## src/d2q_pkg.sv

```systemverilog
`timescale 1ns / 1ps
// ----------------------------------------------------------------------------
// Matrix to quaternion package
// Shared payload types, widths and branch codes for the conversion block.
// ----------------------------------------------------------------------------
package d2q_pkg;

  localparam int unsigned ELEM_W = 32;
  // The radicand 1 + d0 - d1 - d2 of four 32-bit terms fits in 35 bits.
  localparam int unsigned RAD_W = 35;
  localparam int unsigned NUM_W = 33;

  typedef enum logic [1:0] {
    BR_TRACE = 2'd0,
    BR_M00   = 2'd1,
    BR_M11   = 2'd2,
    BR_M22   = 2'd3
  } branch_t;

  typedef struct packed {
    logic signed [ELEM_W-1:0] m00;
    logic signed [ELEM_W-1:0] m01;
    logic signed [ELEM_W-1:0] m02;
    logic signed [ELEM_W-1:0] m10;
    logic signed [ELEM_W-1:0] m11;
    logic signed [ELEM_W-1:0] m12;
    logic signed [ELEM_W-1:0] m20;
    logic signed [ELEM_W-1:0] m21;
    logic signed [ELEM_W-1:0] m22;
  } d2q_in_t;

  typedef struct packed {
    logic signed [ELEM_W-1:0] q_scalar;
    logic signed [ELEM_W-1:0] q_x;
    logic signed [ELEM_W-1:0] q_y;
    logic signed [ELEM_W-1:0] q_z;
    logic [1:0]               branch_taken;
    logic                     bad_matrix;
  } d2q_out_t;

  // Classified item passed from the front part to the back part.
  typedef struct packed {
    logic signed [RAD_W-1:0] rad;
    logic signed [NUM_W-1:0] n0;
    logic signed [NUM_W-1:0] n1;
    logic signed [NUM_W-1:0] n2;
    branch_t                 br;
  } d2q_cls_t;

endpackage

```

## src/d2q_front.sv

```systemverilog
`timescale 1ns / 1ps
// ----------------------------------------------------------------------------
// Matrix to quaternion front end
// Picks the branch, forms the radicand and the three off-diagonal numerators.
// ----------------------------------------------------------------------------
module d2q_front (
  input  logic              clk,
  input  logic              rst,
  input  logic              in_valid,
  input  d2q_pkg::d2q_in_t  in_data,
  output logic              in_ready,
  output logic              cls_valid,
  output d2q_pkg::d2q_cls_t cls_data,
  input  logic              cls_ready,
  input  logic [d2q_pkg::RAD_W-1:0] one_val
);
  import d2q_pkg::*;

  logic signed [RAD_W-1:0] a00, a11, a22, trace;
  logic signed [NUM_W-1:0] d12, d20, d01, s01, s02, s12;
  d2q_cls_t cls_next;

  always_comb begin
    a00 = RAD_W'(in_data.m00);
    a11 = RAD_W'(in_data.m11);
    a22 = RAD_W'(in_data.m22);
    d12 = NUM_W'(in_data.m12) - NUM_W'(in_data.m21);
    d20 = NUM_W'(in_data.m20) - NUM_W'(in_data.m02);
    d01 = NUM_W'(in_data.m01) - NUM_W'(in_data.m10);
    s01 = NUM_W'(in_data.m01) + NUM_W'(in_data.m10);
    s02 = NUM_W'(in_data.m02) + NUM_W'(in_data.m20);
    s12 = NUM_W'(in_data.m12) + NUM_W'(in_data.m21);
    trace = a00 + a11 + a22;
    if (trace > 0) begin
      cls_next = '{rad: $signed(one_val) + trace, n0: d12, n1: d20, n2: d01, br: BR_TRACE};
    end else if (a00 > a11 && a00 > a22) begin
      cls_next = '{rad: $signed(one_val) + a00 - a11 - a22, n0: d12, n1: s01, n2: s02,
                   br: BR_M00};
    end else if (a11 > a22) begin
      cls_next = '{rad: $signed(one_val) + a11 - a00 - a22, n0: d20, n1: s01, n2: s12,
                   br: BR_M11};
    end else begin
      cls_next = '{rad: $signed(one_val) + a22 - a00 - a11, n0: d01, n1: s02, n2: s12,
                   br: BR_M22};
    end
  end

  assign in_ready = !cls_valid || cls_ready;

  always_ff @(posedge clk) begin
    if (rst) begin
      cls_valid <= 1'b0;
    end else if (in_ready) begin
      cls_valid <= in_valid;
    end
    if (in_ready && in_valid) begin
      cls_data <= cls_next;
    end
  end
endmodule

```

## config.mk

```make
export PLATFORM = sky130hd
export DESIGN_NAME = d2q_front
export DESIGN_NICKNAME = d
export VERILOG_FILES = /design/src/d2q_pkg.sv /design/src/d2q_front.sv
export SDC_FILE = /design/constraint.sdc
export NUM_CORES = 2
export LEC_CHECK = 0
export BUFFER_PORTS_ARGS = -buffer_cell sky130_fd_sc_hd__buf_2
export CORE_ASPECT_RATIO = 1.2
export CORE_MARGIN = 2
export CORE_UTILIZATION = 53
export CTS_BUF_LIST = sky130_fd_sc_hd__clkbuf_4 sky130_fd_sc_hd__clkbuf_8 sky130_fd_sc_hd__clkbuf_16
export DETAILED_ROUTE_END_ITERATION = 10
export PLACE_DENSITY = 0.75
export SYNTH_ARGS = -nofsm -noshare
export SYNTH_HDL_FRONTEND = slang
export SYNTH_SLANG_ARGS = --single-unit
```

## constraint.sdc

```tcl
create_clock -name clk -period 14.9 [get_ports clk]
set_input_delay 0.745 -clock clk [delete_from_list [all_inputs] [get_ports clk]]
set_output_delay 0.745 -clock clk [all_outputs]
set_load 0.05 [all_outputs]
```

==> out/results.tsv <==
metric	value	unit
row_count	100	
p_per_area	121.1	nW/um^2
r2r_slack	12.80	ns
clk_latency	0.45	ns
synth.top_cells.by_area	ha_1 21%, fa_1 14%, edfxtp_1 12%	
htree_levels	4	
port_buffers	464	
start_util	0.5343	
endpoint_kind	register	
status	finished clean	
async_flop_share	0	
io_pins	465	
synth_nets	5060	
cts_resized	0	
drtPass1Iterations	6	
area_delta_synth_final	10.91	%
hpwl	89710	um
synth_common_cells	555 x ha_1, 391 x a21oi_1, 386 x inv_1	
ys_seq_area_frac	0.1240	
drt_iter0_drc	2427	
p_sw_frac	0.5348	
avgSynthCellArea	8.397	sq um
rsz0062_at_grt	false	
hold_class	in -> reg	
p_leak	17.27	nW
wl	106400	um
clock-root-buffer	clkbuf_16	
p_sw	0.002376	W
fillers	5715	
synth_edf_count	136	
clockPowerShare	0.103	
netlist_instances	3941	
tns	0	ns
drc	0	
clkSlewWorstSetupHoldPaths	0.08	ns
crit_arrival	6.71	ns
cap_viol_max_count	0	
grt_max_degree	74	
crit_fanout	6	
grt_overflow	0	
cts_buffers	17	
die-area	64460	sq um
power	0.004443	W
tightest_slew	1.096	ns
vdd_drop_max	89.86	uV
comb_power_share	0.751	
grt_use_total	0.3233	
fmax	0.1526	GHz
die_h	277.7	um
yosys_register_bits	137	
final-setup-viol-count	0	
wl_per_cell	20.64	um
yosysWarnings	0	
cts_sinks	137	
die_w	232.1	um
clockBufferDepth	2	
yosys.area.top_type	ha_1	
grt_pass1_vias	29474	
startpoint_type	primary input	
globalplace.congestion	0.9960	
slew_viol_final	0	
ys_types	99	
path_class	in -> reg	
tritoncts	yes	
layout.cells.non_filler	5153	
synth_area	33090	sq um
fin_crit_sh	0.4399	
nets	5432	
core_area	61930	sq um
hold_viol_final	0	
required	15.06	ns
viasPerCell	5.901	
cts_post_setup_buffers_inserted	0	
post-route-min-period	6.554	ns
p_int	0.002067	W
final_area	36700	sq um
synth_top_area_frac	0.2098	
dp_cells	5110	
ys.flop_type	edfxtp_1	
post_dp_cell_area	36080	sq um
finClkSkew	0.01316	ns
seq_power_share	0.147	
timing.slew.headroom	0.2596	
vias	30410	
grt_pass1_wl	162200	um
drive_gt1_frac	0.1348	
cts_hold_buffers	0	
antenna_found_initial	15	
ant_nets	0	
synth_most_common_cell	ha_1	
worst paths after layout:
check                              start                      end  depth (start not counted)
setup / recovery              in_data[1]  cls_data[134]$_DFFE_PP_                         24
hold / removal                       rst   cls_valid$_SDFFE_PP0N_                          2
setup reg to reg  cls_valid$_SDFFE_PP0N_   cls_data[88]$_DFFE_PP_                          3
hold reg to reg   cls_valid$_SDFFE_PP0N_   cls_valid$_SDFFE_PP0N_                          2
power groups by stage:
stage | clock, W | sequential [W] | combinational [W]
6_report | 0.000456 | 0.000652 | 0.00334
2_1_floorplan | 0 | 0.000984 | 0.00209
5_1_grt | 0.000476 | 0.000655 | 0.00363
4_1_cts | 0.000465 | 0.000649 | 0.00329
3_3_place_gp | 0 | 0.000659 | 0.00324
3_5_place_dp | 0 | 0.000653 | 0.00327
placed cells by master, fill, tap and decap left out, drive strengths merged, types with 9 or more instances in the layout:
master / netlist / final
nand4: 18 / 18
nand2b: 65 / 65
o221ai: 10 / 10
buf: 25 / 481
inv: 387 / 394
ha: 555 / 555
a21o: 112 / 112
a31oi: 29 / 29
fa: 237 / 237
clkbuf: 103 / 18
or2: 13 / 13
mux2i: 39 / 39
and2: 14 / 14
nand2: 248 / 248
nor2b: 48 / 48
nor4: 35 / 35
edfxtp: 136 / 136
o31ai: 30 / 30
o21a: 41 / 41
o41ai: 11 / 11
xnor2: 225 / 225
xor2: 77 / 77
o21ai: 266 / 266
o21bai: 74 / 74
nand3: 57 / 57
a211oi: 38 / 38
or3: 27 / 27
a21oi: 395 / 395
mux2: 14 / 14
o211ai: 24 / 24
nor3: 70 / 70
and3: 27 / 27
o311ai: 9 / 9
nor2: 302 / 302
diode: 0 / 11
o31a: 12 / 12
a21boi: 11 / 11
a221oi: 22 / 22
critical path: stages:
cell,delay (ns)
buf_2,0.14
fa_1,0.54
ha_1,0.16
inv_1,0.06
fa_1,0.42
nor2b_1,0.17
o211ai_2,0.24
nand4_2,0.27
a21o_1,0.30
a21boi_0,0.31
nor2_1,0.10
ha_1,0.37
and3_1,0.24
a221o_1,0.33
a21o_1,0.20
o31ai_1,0.46
o21ai_0,0.27
or4_1,0.46
a31oi_1,0.27
nor2b_1,0.07
o21ai_0,0.23
a21oi_1,0.13
xnor2_1,0.14
mux2i_1,0.08
layout make-up:
class,instances,area (sq um),area share
multi-input cells,3289,27050,0.7371
flip-flops and latches,137,4104,0.1118
repair buffers,481,2450,0.06675
inverters,387,1453,0.03958
well taps,816,1021,0.02782
clock buffers,18,432.9,0.01180
clock inverters,14,160.2,0.004364
diodes,11,27.53,0.0007500
cells by family after synthesis:
group,Yosys count,share of synthesized area
muxes,53,0.01656
xor gates and xnor gates,302,0.07993
DFF,137,0.1240
AOI/OAI and AO/OA,1187,0.2295
buffers and inverters,515,0.05978
adders and majority gates,792,0.3532
and+or+nand+nor,955,0.1370
metrics by stage:
step | hold slack [ns] | utilization | setup slack, ns
floorplan | 0.8141 | - | 8.911
global placement | 0.5152 | 0.5826 | 7.969
detailed placement | 0.5333 | 0.5826 | 7.879
CTS | 0.4180 | 0.5922 | 8.375
global route | 0.4365 | 0.5926 | 7.858
finish | 0.4451 | 0.5926 | 8.346
state kept, by name (all words and copies together) (netlist names):
register and count:
cls_data 136, cls_valid 1
metal layers:
metal  share of wire  global-route usage  vias up
li1                -                   -    14477
met1            0.41              0.4165    14553
met2            0.48              0.5488     1171
met3           0.063             0.02827      209
met4           0.047              0.1448        0
met5               0                   0        -
Note: power is estimated with default switching activity, not from simulation.
